--- src/hw/rtl/tsph_pkg.sv ---
package tsph_pkg;

  localparam int unsigned PACKET_BYTES = 188;
  localparam int unsigned REC_DEPTH    = 4;

  localparam logic [7:0] SYNC_CODE = 8'h47;

  localparam logic [3:0] KIND_HEADER  = 4'd0;
  localparam logic [3:0] KIND_PCR     = 4'd1;
  localparam logic [3:0] KIND_OPCR    = 4'd2;
  localparam logic [3:0] KIND_SPLICE  = 4'd3;
  localparam logic [3:0] KIND_PRIVLEN = 4'd4;
  localparam logic [3:0] KIND_LTW     = 4'd5;
  localparam logic [3:0] KIND_RATE    = 4'd6;
  localparam logic [3:0] KIND_SEAM    = 4'd7;
  localparam logic [3:0] KIND_PAYLOAD = 4'd8;

  localparam logic [1:0] ST_OK       = 2'd0;
  localparam logic [1:0] ST_BAD_SYNC = 2'd1;
  localparam logic [1:0] ST_TRUNC    = 2'd2;

  typedef enum logic [3:0] {
    PH_IDLE     = 4'd0,
    PH_HDR      = 4'd1,
    PH_ALEN     = 4'd2,
    PH_AFLAGS   = 4'd3,
    PH_PCR      = 4'd4,
    PH_OPCR     = 4'd5,
    PH_SPLICE   = 4'd6,
    PH_PRIVLEN  = 4'd7,
    PH_PRIVSKIP = 4'd8,
    PH_EXT      = 4'd9,
    PH_LTW      = 4'd10,
    PH_RATE     = 4'd11,
    PH_SEAM     = 4'd12,
    PH_STUFF    = 4'd13,
    PH_PAYLOAD  = 4'd15
  } phase_t;

  typedef struct packed {
    logic [7:0] data_byte;
    logic       packet_first;
  } in_item_t;

  typedef struct packed {
    logic [3:0]  record_kind;
    logic [12:0] packet_id;
    logic        error_flag;
    logic        unit_start;
    logic        priority_flag;
    logic [1:0]  scrambling;
    logic [1:0]  field_control;
    logic [3:0]  continuity;
    logic [32:0] value_main;
    logic [8:0]  value_aux;
    logic [1:0]  status;
    logic        last_of_packet;
  } out_rec_t;

  // records produced by one byte, oldest in rec0
  typedef struct packed {
    logic [1:0] count;
    out_rec_t   rec0;
    out_rec_t   rec1;
  } push_t;

endpackage

--- src/hw/rtl/ts_packet_header_parser.sv ---
// Transport stream packet header parser.
// Byte side: byte_valid / byte_stall / byte_data carry one stream byte per request,
// with packet_first marking byte 0 of a packet (forces the position count to 0).
// Record side: rec_valid / rec_stall / rec_data carry one decoded record per request:
// header, adaptation field entries (PCR, OPCR, splice, private length, LTW, rate,
// seamless splice) and a closing payload record with offset and length, or a
// bad-sync / truncation record.
// Throughput: one byte per cycle while the record queue has room; a byte yields zero,
// one or two records. A byte waits in the input register, its records then go into
// a four-entry record queue, and the record side offers them from that queue.
// The byte side stalls only when the record queue cannot take two more records,
// so a stalled record side holds back bytes once the queue fills up.
// Reset clears the parse state to awaiting sync and empties the record queue;
// nothing is reported until a byte at position 0 arrives.
module ts_packet_header_parser import tsph_pkg::*; (
  input  logic     clk,
  input  logic     rst,
  input  logic     byte_valid,
  output logic     byte_stall,
  input  in_item_t byte_data,
  output logic     rec_valid,
  input  logic     rec_stall,
  output out_rec_t rec_data
);

  logic     in_vld;
  in_item_t in_q;
  logic     room;
  logic     step;
  push_t    push;

  assign step       = in_vld && room;
  assign byte_stall = in_vld && !room;

  always_ff @(posedge clk) begin
    if (rst) begin
      in_vld <= 1'b0;
    end else if (byte_valid && !byte_stall) begin
      in_vld <= 1'b1;
    end else if (step) begin
      in_vld <= 1'b0;
    end
  end

  always_ff @(posedge clk) begin
    if (byte_valid && !byte_stall) begin
      in_q <= byte_data;
    end
  end

  tsph_parse u_parse (
    .clk  (clk),
    .rst  (rst),
    .step (step),
    .item (in_q),
    .push (push)
  );

  tsph_fifo u_fifo (
    .clk   (clk),
    .rst   (rst),
    .push  (push),
    .stall (rec_stall),
    .valid (rec_valid),
    .data  (rec_data),
    .room  (room)
  );

  a_held_byte: assert property (@(posedge clk) disable iff (rst)
    (in_vld && !room) |=> (in_vld && $stable(in_q)))
    else $error("held byte lost while queue full");

endmodule

--- src/hw/rtl/tsph_parse.sv ---
module tsph_parse import tsph_pkg::*; (
  input  logic     clk,
  input  logic     rst,
  input  logic     step,
  input  in_item_t item,
  output push_t    push
);

  typedef enum logic [1:0] {ACT_NONE, ACT_TRUNC, ACT_PAY, ACT_ADV} act_t;

  localparam logic [8:0] PKT_LEN  = 9'(PACKET_BYTES);
  localparam logic [7:0] ALEN_MAX = 8'(PACKET_BYTES - 5);

  phase_t      phase, phase_next;
  logic [7:0]  bpos, bpos_next;
  logic [47:0] shift, shift_next;
  logic [7:0]  fbl, fbl_next;
  logic [7:0]  abl, abl_next;
  logic [4:0]  aflags, aflags_next;
  logic [2:0]  eflags, eflags_next;
  logic [23:0] hl, hl_next;

  logic [7:0]  pos;
  logic [8:0]  pos_inc;
  logic [7:0]  b;
  act_t        act;
  logic [8:0]  pay_off;
  logic [8:0]  pay_len;
  phase_t      nph;
  logic [7:0]  need;
  logic        adv_go;
  push_t       p;

  function automatic out_rec_t mk_rec(logic [3:0] kind, logic [23:0] h, logic [32:0] vm,
                                      logic [8:0] va, logic [1:0] st, logic last);
    out_rec_t r;
    r.record_kind    = kind;
    r.packet_id      = h[20:8];
    r.error_flag     = h[23];
    r.unit_start     = h[22];
    r.priority_flag  = h[21];
    r.scrambling     = h[7:6];
    r.field_control  = h[5:4];
    r.continuity     = h[3:0];
    r.value_main     = vm;
    r.value_aux      = va;
    r.status         = st;
    r.last_of_packet = last;
    return r;
  endfunction

  function automatic push_t push_rec(push_t q, out_rec_t r);
    push_t o;
    o = q;
    if (q.count == 2'd0) begin
      o.rec0 = r;
    end else begin
      o.rec1 = r;
    end
    o.count = q.count + 2'd1;
    return o;
  endfunction

  function automatic logic [7:0] dec_sat(logic [7:0] x);
    return (x != 8'd0) ? x - 8'd1 : x;
  endfunction

  always_comb begin
    pos         = item.packet_first ? 8'd0 : bpos;
    pos_inc     = {1'b0, pos} + 9'd1;
    b           = item.data_byte;
    phase_next  = phase;
    shift_next  = shift;
    fbl_next    = fbl;
    abl_next    = abl;
    aflags_next = aflags;
    eflags_next = eflags;
    hl_next     = hl;
    act         = ACT_NONE;
    pay_off     = pos_inc;
    pay_len     = 9'd0;
    nph         = PH_IDLE;
    need        = 8'd0;
    adv_go      = 1'b0;
    p           = '0;

    if (pos == 8'd0) begin
      // new packet before the old one finished: close the old one first
      if (phase != PH_IDLE && phase != PH_PAYLOAD) begin
        p = push_rec(p, mk_rec(KIND_PAYLOAD, hl, 33'd0, 9'd0, ST_TRUNC, 1'b1));
      end
      hl_next     = 24'd0;
      shift_next  = 48'd0;
      fbl_next    = 8'd0;
      abl_next    = 8'd0;
      aflags_next = 5'd0;
      eflags_next = 3'd0;
      if (b != SYNC_CODE) begin
        phase_next = PH_IDLE;
        p = push_rec(p, mk_rec(KIND_HEADER, 24'd0, 33'd0, 9'd0, ST_BAD_SYNC, 1'b1));
      end else begin
        phase_next = PH_HDR;
      end
    end else begin
      unique case (phase) inside
        PH_HDR: begin
          hl_next = {hl[15:0], b};
          if (pos >= 8'd3) begin
            p = push_rec(p, mk_rec(KIND_HEADER, hl_next, 33'd0, 9'd0, ST_OK, 1'b0));
            if (hl_next[5]) begin
              phase_next = PH_ALEN;
            end else begin
              act     = ACT_PAY;
              pay_off = 9'd4;
            end
          end
        end
        PH_ALEN: begin
          if (b > ALEN_MAX) begin
            act = ACT_TRUNC;
          end else begin
            abl_next = b;
            if (b == 8'd0) begin
              act = ACT_PAY;
            end else begin
              phase_next = PH_AFLAGS;
            end
          end
        end
        PH_AFLAGS: begin
          abl_next    = dec_sat(abl);
          aflags_next = b[4:0];
          act         = ACT_ADV;
        end
        PH_PRIVSKIP: begin
          abl_next = dec_sat(abl);
          fbl_next = dec_sat(fbl);
          if (fbl_next == 8'd0) begin
            act = ACT_ADV;
          end
        end
        PH_STUFF: begin
          abl_next = dec_sat(abl);
          if (abl_next == 8'd0) begin
            act = ACT_PAY;
          end
        end
        PH_PCR, PH_OPCR, PH_SPLICE, PH_PRIVLEN, PH_EXT, PH_LTW, PH_RATE, PH_SEAM: begin
          shift_next = {shift[39:0], b};
          abl_next   = dec_sat(abl);
          fbl_next   = dec_sat(fbl);
          if (fbl_next == 8'd0) begin
            act = ACT_ADV;
            case (phase)
              PH_PCR: p = push_rec(p, mk_rec(KIND_PCR, hl_next, shift_next[47:15],
                                             shift_next[8:0], ST_OK, 1'b0));
              PH_OPCR: p = push_rec(p, mk_rec(KIND_OPCR, hl_next, shift_next[47:15],
                                              shift_next[8:0], ST_OK, 1'b0));
              PH_SPLICE: p = push_rec(p, mk_rec(KIND_SPLICE, hl_next,
                                                {25'd0, shift_next[7:0]}, 9'd0, ST_OK, 1'b0));
              PH_PRIVLEN: begin
                p = push_rec(p, mk_rec(KIND_PRIVLEN, hl_next, {25'd0, shift_next[7:0]},
                                       9'd0, ST_OK, 1'b0));
                if (shift_next[7:0] != 8'd0) begin
                  if (shift_next[7:0] > abl_next) begin
                    act = ACT_TRUNC;
                  end else begin
                    phase_next = PH_PRIVSKIP;
                    fbl_next   = shift_next[7:0];
                    act        = ACT_NONE;
                  end
                end
              end
              PH_EXT: eflags_next = shift_next[7:5];
              PH_LTW: p = push_rec(p, mk_rec(KIND_LTW, hl_next, {18'd0, shift_next[14:0]},
                                             {8'd0, shift_next[15]}, ST_OK, 1'b0));
              PH_RATE: p = push_rec(p, mk_rec(KIND_RATE, hl_next, {11'd0, shift_next[21:0]},
                                              9'd0, ST_OK, 1'b0));
              default: p = push_rec(p, mk_rec(KIND_SEAM, hl_next,
                                              {shift_next[35:33], shift_next[31:17],
                                               shift_next[15:1]},
                                              {5'd0, shift_next[39:36]}, ST_OK, 1'b0));
            endcase
          end
        end
        default: ;
      endcase
    end

    // pick the next adaptation field in flag order
    if (act == ACT_ADV) begin
      adv_go = 1'b1;
      if (aflags_next[4]) begin
        aflags_next[4] = 1'b0; nph = PH_PCR; need = 8'd6;
      end else if (aflags_next[3]) begin
        aflags_next[3] = 1'b0; nph = PH_OPCR; need = 8'd6;
      end else if (aflags_next[2]) begin
        aflags_next[2] = 1'b0; nph = PH_SPLICE; need = 8'd1;
      end else if (aflags_next[1]) begin
        aflags_next[1] = 1'b0; nph = PH_PRIVLEN; need = 8'd1;
      end else if (aflags_next[0]) begin
        aflags_next[0] = 1'b0; nph = PH_EXT; need = 8'd2;
      end else if (eflags_next[2]) begin
        eflags_next[2] = 1'b0; nph = PH_LTW; need = 8'd2;
      end else if (eflags_next[1]) begin
        eflags_next[1] = 1'b0; nph = PH_RATE; need = 8'd3;
      end else if (eflags_next[0]) begin
        eflags_next[0] = 1'b0; nph = PH_SEAM; need = 8'd5;
      end else begin
        adv_go = 1'b0;
      end
      if (adv_go) begin
        if (need > abl_next) begin
          act = ACT_TRUNC;
        end else begin
          phase_next = nph;
          fbl_next   = need;
          shift_next = 48'd0;
          act        = ACT_NONE;
        end
      end else if (abl_next == 8'd0) begin
        act = ACT_PAY;
      end else begin
        phase_next = PH_STUFF;
        act        = ACT_NONE;
      end
    end

    if (act == ACT_TRUNC) begin
      phase_next = PH_IDLE;
      p = push_rec(p, mk_rec(KIND_PAYLOAD, hl_next, 33'd0, 9'd0, ST_TRUNC, 1'b1));
    end else if (act == ACT_PAY) begin
      // length only when the packet carries payload
      if (hl_next[4] && pay_off <= PKT_LEN) begin
        pay_len = PKT_LEN - pay_off;
      end
      phase_next = PH_PAYLOAD;
      p = push_rec(p, mk_rec(KIND_PAYLOAD, hl_next, {24'd0, pay_off}, pay_len, ST_OK, 1'b1));
    end

    bpos_next = (pos_inc >= PKT_LEN) ? 8'd0 : pos_inc[7:0];

    push = p;
    if (!step) begin
      push.count = 2'd0;
    end
  end

  always_ff @(posedge clk) begin
    if (rst) begin
      phase <= PH_IDLE;
      bpos  <= 8'd0;
    end else if (step) begin
      phase <= phase_next;
      bpos  <= bpos_next;
    end
  end

  always_ff @(posedge clk) begin
    if (step) begin
      shift  <= shift_next;
      fbl    <= fbl_next;
      abl    <= abl_next;
      aflags <= aflags_next;
      eflags <= eflags_next;
      hl     <= hl_next;
    end
  end

  a_pair_ends_packet: assert property (@(posedge clk) disable iff (rst)
    push.count == 2'd2 |-> push.rec1.last_of_packet)
    else $error("second record of a byte is not final");

  a_count_max: assert property (@(posedge clk) disable iff (rst)
    push.count != 2'd3)
    else $error("more than two records from one byte");

  a_payload_quiet: assert property (@(posedge clk) disable iff (rst)
    (step && phase == PH_PAYLOAD && pos != 8'd0) |-> push.count == 2'd0)
    else $error("record produced inside payload");

endmodule

--- src/hw/rtl/tsph_fifo.sv ---
module tsph_fifo import tsph_pkg::*; (
  input  logic     clk,
  input  logic     rst,
  input  push_t    push,
  input  logic     stall,
  output logic     valid,
  output out_rec_t data,
  output logic     room
);

  localparam int unsigned PTR_W = $clog2(REC_DEPTH);
  localparam int unsigned CNT_W = $clog2(REC_DEPTH + 1);

  out_rec_t         mem [REC_DEPTH];
  logic [PTR_W-1:0] wr_ptr, rd_ptr;
  logic [CNT_W-1:0] cnt, cnt_next;
  logic             pop;

  assign valid    = (cnt != '0);
  assign data     = mem[rd_ptr];
  assign pop      = valid && !stall;
  // space for two more after this cycle's read
  assign room     = (cnt - CNT_W'(pop)) <= CNT_W'(REC_DEPTH - 2);
  assign cnt_next = cnt + CNT_W'(push.count) - CNT_W'(pop);

  always_ff @(posedge clk) begin
    if (rst) begin
      wr_ptr <= '0;
      rd_ptr <= '0;
      cnt    <= '0;
    end else begin
      wr_ptr <= wr_ptr + PTR_W'(push.count);
      rd_ptr <= rd_ptr + PTR_W'(pop);
      cnt    <= cnt_next;
    end
  end

  always_ff @(posedge clk) begin
    if (push.count != 2'd0) begin
      mem[wr_ptr] <= push.rec0;
    end
    if (push.count == 2'd2) begin
      mem[wr_ptr + PTR_W'(1)] <= push.rec1;
    end
  end

  a_no_overflow: assert property (@(posedge clk) disable iff (rst)
    cnt <= CNT_W'(REC_DEPTH))
    else $error("record queue overflow");

endmodule

--- config.mk ---
export PLATFORM = sky130hd
export DESIGN_NAME = ts_packet_header_parser
export DESIGN_NICKNAME = d
export VERILOG_FILES = /design/src/hw/rtl/tsph_pkg.sv /design/src/hw/rtl/ts_packet_header_parser.sv /design/src/hw/rtl/tsph_parse.sv /design/src/hw/rtl/tsph_fifo.sv
export SDC_FILE = /design/constraint.sdc
export NUM_CORES = 1
export LEC_CHECK = 0
export BUFFER_PORTS_ARGS = -buffer_cell sky130_fd_sc_hd__buf_4
export CAP_MARGIN = 15
export CORE_UTILIZATION = 25
export CTS_BUF_LIST = sky130_fd_sc_hd__clkbuf_4 sky130_fd_sc_hd__clkbuf_8
export CTS_CLUSTER_SIZE = 24
export DETAILED_ROUTE_END_ITERATION = 8
export GPL_TIMING_DRIVEN = 0
export MAX_ROUTING_LAYER = met4
export PLACE_DENSITY_LB_ADDON = 0.05
export SLEW_MARGIN = 0
export SYNTH_ARGS = -nofsm -noshare
export SYNTH_HDL_FRONTEND = slang
export SYNTH_HIERARCHICAL = 1
export SYNTH_SLANG_ARGS = --single-unit
--- constraint.sdc ---
create_clock -name clk -period 25.5 [get_ports clk]
set_input_delay 0 -clock clk [delete_from_list [all_inputs] [get_ports clk]]
set_output_delay 0 -clock clk [all_outputs]
set_load 0.005 [all_outputs]
* Word-level counts from Yosys, hierarchy flattened *
Memory sizes are Yosys's and may differ from the RTL's. A register that Yosys moved wholly into a read port is not among the register bits.
Cells that the tools add are included.

storage, ports and cells
  register bits after elaboration = 125
  bits in writable memories = 292
  input port bits = 13
  output and inout port bits = 75
  word-level logic and storage cells = 209
  memories kept = 1

cells by class
  $add $sub $neg = 12
  $lt $le $gt $ge = 7
  equality and inequality tests = 19
  mux-type cells = 130
  reductions and logical operators = 25

memories
  memory      depth  width  rd ports  clocked after memory_dff  wr ports  line             text
  u_fifo.mem  4      73     1         1                         2         tsph_fifo.sv:14  out_rec_t mem [REC_DEPTH];

operators with widths
  kind                                              number
  case mux 147 bit (7 select lines)                 1
  two-way mux 148 bit                               5
  two-way mux 147 bit                               3
  two-way mux 73 bit                                6
  case mux 148 bit (2 select lines)                 1
  two-way mux 48 bit                                5
  two-way mux 8 bit                                 22
  two-way mux 4 bit                                 25
  two-way mux 24 bit                                2
  two-way mux 9 bit                                 5
  logical NOT 8 bit                                 5
  two-way mux 3 bit                                 12
  two-way mux 2 bit                                 17
  case mux 8 bit (2 select lines)                   2
  == test 4 bit, second input constant              6
  nonzero test 8 bit                                3
  two-way mux 1 bit                                 20
  == test 4 x 3 -> 1 bit, second input constant     4
  > comparator 8 bit                                2
  subtractor 8 x 1 -> 8 bit, second input constant  2
  case mux 2 bit (6 select lines)                   1
  case mux 4 bit (3 select lines)                   1
  OR reduction 11 bit                               1
  two-way mux 5 bit                                 2
  other kinds (25)                                  40

* Depth between registers and ports, before layout *
Gate-level depths: netlist (run 1).

  word-level depth = 26
  mapped depth = 25
  depth with buffers taken out = 24

* By module *
Netlist (run 1), hierarchy kept.

modules (own cells, without submodules)
  module                   instances  cells each  area each (um2)  sequential area each (um2)
  tsph_fifo                1          752         14,719.1         8,908.5
  tsph_parse               1          1,143       8,951.1          2,882.8
  ts_packet_header_parser  1          14          326.6            290.3

* Worst setup path before layout (run 1) *
No wires, ideal clock.

  path type = reg-to-reg
  start = register u_fifo.cnt[2]
  end = memory u_fifo/mem[0][0] in the netlist's numbering (enable)
  setup time = 0.605 ns
  arrival time = 9.824 ns
  required time = 24.895 ns
  setup slack = 15.072 ns
  cell stages (with the launch flop) = 13
  path buffers = 1
  clock period less this slack = 10.428 ns
  cells stage by stage = dfxtp_1 > or3_1 > nor2b_1 > ha_1 > ha_1 > xor2_1 > nor2_1 > and2_1 > inv_1 > clkbuf_1 > a21oi_1 > o21bai_1 > o21ai_0

RTL lines
  item                    line             text
  start, declared         tsph_fifo.sv:16  logic [CNT_W-1:0] cnt, cnt_next;
  start signal, assigned  tsph_fifo.sv:34  cnt <= cnt_next;
  end, declared           tsph_fifo.sv:14

==> results by group, run 1 <==
Outcome
  • Run status: completed

Routing
  • DRT antenna net count: 0
  • Drt pass-1 iters: 5
  • Drt drc: 0
  • WL final: ~83000 um
  • Via-per-instance ratio: around 4.8
  • Via count: about 17000
  • Routed len/inst: between 20 and 25 um
  • Iter 0 DRT Violations: about 1200

STA
  • Final Hold Viols: 0
  • Fmax: ~120 MHz
  • RSZ-0062 raised after global routing: no
  • Fin crit share: between 30% and 40%
  • Final Skew: around 0.035 ns
  • Final setup violation count: 0
  • Slew margin rel.: between 20% and 30%
  • Least-Margin Pin Slew: approximately 1.2 ns
  • Setup_tns: 0 ns
  • Shortest period the worst path allows: ~8.1 ns
  • Setup ws final: ~17 ns
  • Max-slew violation count: 0

Min path
  • Hold path startpoint: rst
  • Hold Path End: u_fifo/wr_ptr[0]
  • HP Class: input pin to flip-flop
  • Worst Hold Path Cells: 3

Critical path
  • R2R Setup Slk: 17.39 ns
  • CP delay by family, top: simple AND/OR/NAND/NOR gates
  • Critical path launch point: u_parse/fbl[0]
  • CP Launch Type: flip-flop
  • Crit path required time: 25.87 ns
  • Critical Path, Cell by Cell: inv_1 -> ha_1 -> nor3b_2 -> a22oi_1 -> or4_1 -> or3_1 -> clkbuf_1 -> mux2_2 -> or4_1 -> o21ai_0 -> ha_1 -> nand3_1 -> o21ai_0 -> o31ai_4 -> a2bb2oi_4 -> nand2b_1 -> a21oi_1 -> and4bb_1 -> buf_6 -> buf_6 -> o21bai_4 -> buf_16 -> buf_16 -> buf_12
  • Crit Path Class: flip-flop to flip-flop
  • Slowest-stage cell, CP: a21oi_1
  • WP buf/inv: 7
  • Largest stage delay on the critical path: about 0.65 ns
  • Kind of end point of the critical path: flip-flop
  • Crit path arrival time: between 8 and 9 ns
  • Worst Path Max Fanout: 21
  • Worst reg-to-reg path cell count: 24
  • Reg-to-reg critical path startpoint: u_parse/fbl[0]
  • Reg-to-reg critical path endpoint: u_fifo/mem[2][29]

Placed design
  • DP HPWL: between 50000 and 60000 um
  • I/O Buffers: 87
  • GPL Wtd Cong: approximately 0.81
  • Pre-CTS setup slack: between 15 and 20 ns

Yosys
  • Synthesized flop and latch total: slightly above 400
  • Async S/R FF share, synth: 0%
  • Avg Inst Size Synth: about 13 um^2
  • Xor-xnor portion of the synthesized cell area: between 1 and 1.5%
  • Seq/Total Area, Yosys: 50.3%
  • Adder-cell share of the synthesized area: 1.60%
  • Syn Inst Count: between 1500 and 2000
  • Post-synth top area share: around half
  • Cell variety after synth: between 90 and 100
  • Cell area after synthesis: ~0.024 mm^2
  • Post-synth EDFFs: 389
  • Compound-cell area share of the yosys netlist: under 10%
  • Synth warn: 6
  • Leading area contributor after synthesis: edfxtp_1
  • Simple-gate portion of the synthesized area: about a tenth
  • Mux contribution to synthesized area: 22.3%
  • Largest family of logic cells by synthesized area: multiplexers
  • Top post-synthesis cells by area: edfxtp_1 (49%), mux2_2 (13%), mux4_2 (6.9%), nand2_1 (3.4%), nor2_1 (2.1%)
  • Main synth FF type: edfxtp_1

Final layout
  • Share of layout cells above drive strength 1: 33.1%
  • Most frequent cells in the layout: edfxtp_1 (389), mux2_2 (282), nand2_1 (219), nor2_1 (131), buf_4 (119)
  • Fillers: approximately 9900
  • Area growth from synthesis to final layout: 19.4%
  • Final nets: around 2200
  • Commonest non-fill, non-tap cell in the layout: edfxtp_1

Die
  • Die height: a little over 300 um
  • # IOs: 88
  • Core outline area: around 0.095 mm^2
  • Chip width: 312 um
  • Rows: around 110
  • Initial Util: 25.3%
  • Die Footprint: approximately 0.097 mm^2

Clock tree
  • Depth of the CTS H-tree: 3
  • Clk Latency, worst-skew pair: ~0.70 ns
  • CTS sink cnt: about 400
  • Hold buffers post-CTS: 22
  • Total CTS buffers: between 80 and 90
  • Clock Path Buffers: 3
  • Post-CTS resize count: 0
  • Setup Fix Bufs, Post-CTS: 0
  • Root Buffer: clkbuf_8
  • CTS tree: done
  • Clock slew seen by the registers of the worst setup and hold paths: roughly 0.06 ns

GRT
  • First-pass GRT wire length: between 100000 and 150000 um
  • Global Route Usage Sum: between 15 and 20%
  • Initial antenna violation count: 1
  • Grt total ovfl: 0
  • Vias in the first global route: 17800
  • Pin count of the biggest net entering global routing: approximately 50

Job
  • Max cap viols: 0

Pwr
  • VDD IR-drop max: between 30 and 40 uV
  • PwrDens: between 70 and 80 mW/mm^2
  • LEAKAGE: approximately 10 nW
## tightest hold or removal path, cell delays in order
cell           delay, ns
dlygate4sd3_1       0.52
buf_4               0.18
nor2b_1             0.06
## cells in the mapped netlist (all sizes together), types with 7 or more instances
cell type / number
buf: 99
and2: 10
o22ai: 13
nor3: 26
nor3b: 8
a22oi: 48
nand2b: 9
or3: 23
xor2: 11
edfxtp: 389
or2: 8
mux2: 295
o21ai: 38
ha: 29
nand3: 18
dfxtp: 20
a211oi: 9
mux2i: 33
nor2b: 12
xnor2: 12
a222oi: 23
nand2: 220
mux4: 73
inv: 58
clkbuf: 64
or4: 9
a21oi: 71
nor2: 134
o211ai: 12
a221oi: 7
nor4: 8
a21o: 13
## worst max path at each step
stage | end | slack, ns | cells after the start
5_1_grt | u_fifo/mem[2][29] | 16.93 | 24
2_1_floorplan | u_fifo/mem[0][0] | 15.07 | 12
4_1_cts | u_fifo/mem[2][29] | 17.37 | 24
3_3_place_gp | u_fifo/mem[0][26] | 5.75 | 12
3_5_place_dp | u_fifo/mem[2][29] | 17.41 | 24
6_report | u_fifo/mem[2][29] | 17.39 | 24
## kinds of logic after synthesis
kind of cell,count (synthesis)
flops,409
fa+ha+maj,30
other cells,1
buf+inv,222
xor+xnor,25
mux,401
compound gates,306
simple gates,515
## flip-flops by register name, summed over array words and instances, names as in the netlist, 4 cells and up
signal          cells
in_q                9
u_parse/hl         24
u_fifo/mem        292
u_parse/shift      40
u_parse/aflags      5
u_parse/bpos        8
u_parse/fbl         8
u_parse/abl         8
u_parse/phase       4
## per-stage QoR
step / area (um^2) / std cells / hold slack (ns) / utilization, % / total power, W
floorplan: 24100 / 1935 / 0.0716 / - / 0.00122
global route: 28700 / 3484 / 0.0739 / 30.2 / 0.00228
detailed placement: 26800 / 3306 / 0.182 / 28.2 / 0.00149
finish: 28700 / 3484 / 0.112 / 30.2 / 0.00216
global placement: 26300 / 3287 / 0.179 / 27.7 / 0.00150
CTS: 28600 / 3481 / 0.0291 / 30.1 / 0.00221
## layout make-up
cell class	instances	area [um^2]	share of cell area, %
Sequential cell	409	12100	42.2
Multi-Input combinational cell	1304	10800	37.6
Tap cell	1265	1580	5.52
Clock buffer	117	1420	4.97
Timing Repair Buffer	129	1280	4.46
Buffer	163	1080	3.77
Inverter	59	221	0.773
Clock inverter	36	215	0.751
Antenna cell	2	5.00	0.0175
## power by group
part           internal [W]  leakage (nW)  switching [W]
Combinational      0.000259          5.80       0.000316
Clock              0.000379         0.853       0.000313
Sequential         0.000834          3.79      0.0000577
## per-layer routing
layer | part of all wire, % | vias to the layer above | GRT usage (%) | wire length, um
li1 | - | 7804 | - | -
met1 | 46 | 8480 | 22.6 | 38300
met2 | 47 | 411 | 28.1 | 39400
met3 | 4.0 | 138 | 2.84 | 3350
met4 | 2.7 | 0 | 5.44 | 2280
met5 | 0 | - | - | 0
(Power assumes the default switching activity.)
==> inputs of run 2 (changes only) <==
==> constraint.sdc (replaced) <==
create_clock -name clk -period 8 [get_ports clk]
set_input_delay 0 -clock clk [delete_from_list [all_inputs] [get_ports clk]]
set_output_delay 0 -clock clk [all_outputs]
set_load 0.005 [all_outputs]
==> run 2 against run 1 <==
Effect of this change: the run now ends with DRC left; critical path type unchanged; critical path depth unchanged; first-iteration DRC count up 3.4%; clock skew rose by 0.0069 ns; largest cell class unchanged.
==> results by group, run 2 (synthesis results as in run 1) <==
Critical path
  • CP Launch Type: flip-flop
  • Reg-to-reg critical path endpoint: u_fifo/mem[2][38]
  • Crit Path Class: flip-flop to flip-flop
  • Worst Path Max Fanout: 19 (-9.5%)
  • Critical path launch point: u_parse/fbl[0]
  • Crit path required time: 8.39 ns (-17.48 ns)
  • Crit path arrival time: 7.89 ns (-0.59 ns)
  • Crit path to: u_fifo/mem[2][38]
  • R2R Setup Slk: 0.50 ns (-16.89 ns)
  • Kind of end point of the critical path: flip-flop
  • Reg-to-reg critical path startpoint: u_parse/fbl[0]
  • Worst reg-to-reg path cell count: 24 (unchanged)

Routing
  • Via-per-instance ratio: 4.82 (-0.24%)
  • Via count: 16800 (-0.36%)
  • Drt pass-1 iters: 9 (+4)
  • DRT antenna net count: 0 (unchanged)
  • Drt drc: 1 (+1)
  • Iter 0 DRT Violations: 1280 (+3.4%)
  • Routed len/inst: 23.8 um (-0.58%)
  • WL final: 82800 um (-0.69%)

STA
  • Least-Margin Pin Slew: 1.21 ns (+0.0429 ns)
  • Final Hold Viols: 0 (unchanged)
  • Fmax: 133 MHz (+8.1%)
  • Fin crit share: 93.8% (+62 points)
  • Max-slew violation count: 0 (unchanged)
  • Final Skew: 0.0419 ns (+0.00693 ns)
  • Final setup violation count: 0 (unchanged)
  • Shortest period the worst path allows: 7.50 ns (-0.610 ns)
  • Setup ws final: 0.498 ns (-16.89 ns)
  • RSZ-0062 raised after global routing: no
  • Slew margin rel.: 18.9% (-3.5 points)

Final layout
  • Finished Layout Cells: 3480 (-0.11%)
  • Largest register FFs: 292 (unchanged)
  • Commonest non-fill, non-tap cell in the layout: edfxtp_1
  • Top reg by flops: u_fifo/mem
  • Most frequent cells in the layout: edfxtp_1 (389), mux2_2 (282), nand2_1 (219), nor2_1 (131), buf_4 (118)
  • Post-layout util: 30.1% (about the same)
  • Top flop regs: u_fifo/mem (292), u_parse/shift (40), u_parse/hl (24)
  • Final nets: 2191 (-0.14%)
  • Share of layout cells above drive strength 1: 33.3% (+0.20 points)
  • Area growth from synthesis to final layout: 19.4% (about the same)

Pwr
  • Switch Pwr: 0.00216 W (+220%)
  • LEAKAGE: 10.4 nW (-0.17%)
  • Combinational power share: 27.0% (+0.4 points)
  • Clock group share of total power: 31.3% (-0.8 points)
  • Pint: 0.00465 W (+220%)
  • PwrDens: 238 mW/mm^2 (+220%)
  • Switching Share: 31.8% (-0.044 points)
  • Part of the power in registers: 41.8% (+0.5 points)
  • VDD IR-drop max: 117 uV (+200%)

Die
  • Core outline area: 0.0950 mm^2 (unchanged)
  • Die Footprint: 0.0972 mm^2 (unchanged)
  • Chip width: 312 um (unchanged)
  • Die height: 312 um (unchanged)
  • Initial Util: 25.3% (unchanged)
  • Rows: 113 (unchanged)
  • # IOs: 88 (unchanged)

Outcome
  • Failing checks: DRC
  • Run status: complete, but fails checks

Clock tree
  • Clk Latency, worst-skew pair: 0.71 ns (about the same)
  • Total CTS buffers: 83 (-2.4%)
  • CTS tree: done
  • Root Buffer: clkbuf_8
  • CTS sink cnt: 409 (unchanged)
  • Depth of the CTS H-tree: 3 (unchanged)
  • Clock Path Buffers: 3 (unchanged)
  • Clock slew seen by the registers of the worst setup and hold paths: 0.06 ns (about the same)

Placed design
  • I/O Buffers: 87 (unchanged)
  • DP HPWL: 57700 um (+0.56%)
  • Inst Count DP: 3305 (-0.030%)
  • GPL Wtd Cong: 0.798 (-1.9%)
  • Pre-CTS setup slack: -0.110 ns (-17.52 ns)

GRT
  • First-pass GRT wire length: 121000 um (-0.58%)
  • Global Route Usage Sum: 17.4% (-0.14 points)
  • Grt total ovfl: 0 (unchanged)
  • Vias in the first global route: 17200 (-3.1%)
  • Initial antenna violation count: 4 (+3)
  • Pin count of the biggest net entering global routing: 48 (-2.0%)

Min path
  • HP Class: input pin to flip-flop

Job
  • Max cap viols: 0 (unchanged)
run 2: changes by cell type in the layout (fill, tap and decap cells not counted), moves of 2 or more:
cell / change
o21ai_1: +2
clkinv_1: -9
inv_6: +2
o21ai_0: -2
diode_2: +6
run 2: power by group through the flow:
stage	sequential, W	combinational [W]	clock (W)
finish	0.00285	0.00184	0.00213
global route	0.00287	0.00202	0.00232
CTS	0.00285	0.00190	0.00224
detailed placement	0.00289	0.00188	0
global placement	0.00294	0.00181	0
floorplan	0.00282	0.00104	0
run 2: worst min path at each step:
| stage | end | startpoint | slack (ns) | cells past startpoint |
|---|---|---|---|---|
| finish | u_fifo/cnt[0] | rst | 0.13 | 3 |
| global route | u_fifo/rd_ptr[1] | rst | 0.1 | 3 |
| CTS | u_fifo/rd_ptr[1] | rst | 0.06 | 3 |
| detailed placement | in_q[4] | byte_data[4] | 0.18 | 1 |
| global placement | in_q[1] | byte_data[1] | 0.18 | 1 |
| floorplan | u_fifo/cnt[0] | rst | 0.07 | 1 |
run 2: critical path, stage by stage, from the launching register on:
cell       delay [ns]
edfxtp_1         0.50
inv_1            0.12
ha_1             0.24
nor3b_4          0.31
a22oi_1          0.13
or4_1            0.54
or3_1            0.32
clkbuf_1         0.23
mux2i_1          0.21
or4_1            0.60
o21ai_1          0.32
ha_1             0.32
o21a_1           0.11
o21ai_1          0.30
o31ai_4          0.14
a2bb2oi_4        0.38
xnor2_1          0.17
nor2_1           0.19
and4bb_1         0.50
buf_6            0.29
buf_6            0.24
o21bai_4         0.33
buf_12           0.27
buf_12           0.21
buf_16           0.19
run 2: repair_timing:
item | CTS | global route
endpoints found under the hold margin | 34 | 0
gates resized for setup | 3 | 3
endpoints found under the setup margin | 15 | 37
pin swaps | 0 | 1
buffers inserted | 0 | 0
hold buffers | 23 | 0
run 2: cell type report:
type / count / area (um^2)
Sequential cell: 409 / 12100
Fill cell: 9748 / 66400
Clock inverter: 28 / 160
Multi-Input combinational cell: 1304 / 10800
Timing Repair Buffer: 129 / 1310
Antenna cell: 8 / 20.0
Inverter: 59 / 221
Tap cell: 1265 / 1580
Clock buffer: 116 / 1410
Buffer: 162 / 1080
run 2: through the flow:
step                      power [W]  instance area [um^2]  hold slack, ns  TNS (ns)
final                       0.00681                 28600           0.127         0
after global routing        0.00721                 28600          0.0956         0
after CTS                   0.00698                 28600          0.0590         0
after detailed placement    0.00477                 26800           0.181     -1.62
after global placement      0.00475                 26300           0.179  -1658.31
after floorplan             0.00386                 24100          0.0716    -40.78
run 2: routing by layer:
layer  part of all wire, %  routed length [um]  global-route usage, %
met5                     0                   0                      -
met4                   1.8                1450                   4.18
met3                   4.3                3520                   2.59
met2                    48               39400                   27.9
met1                    46               38400                   23.1
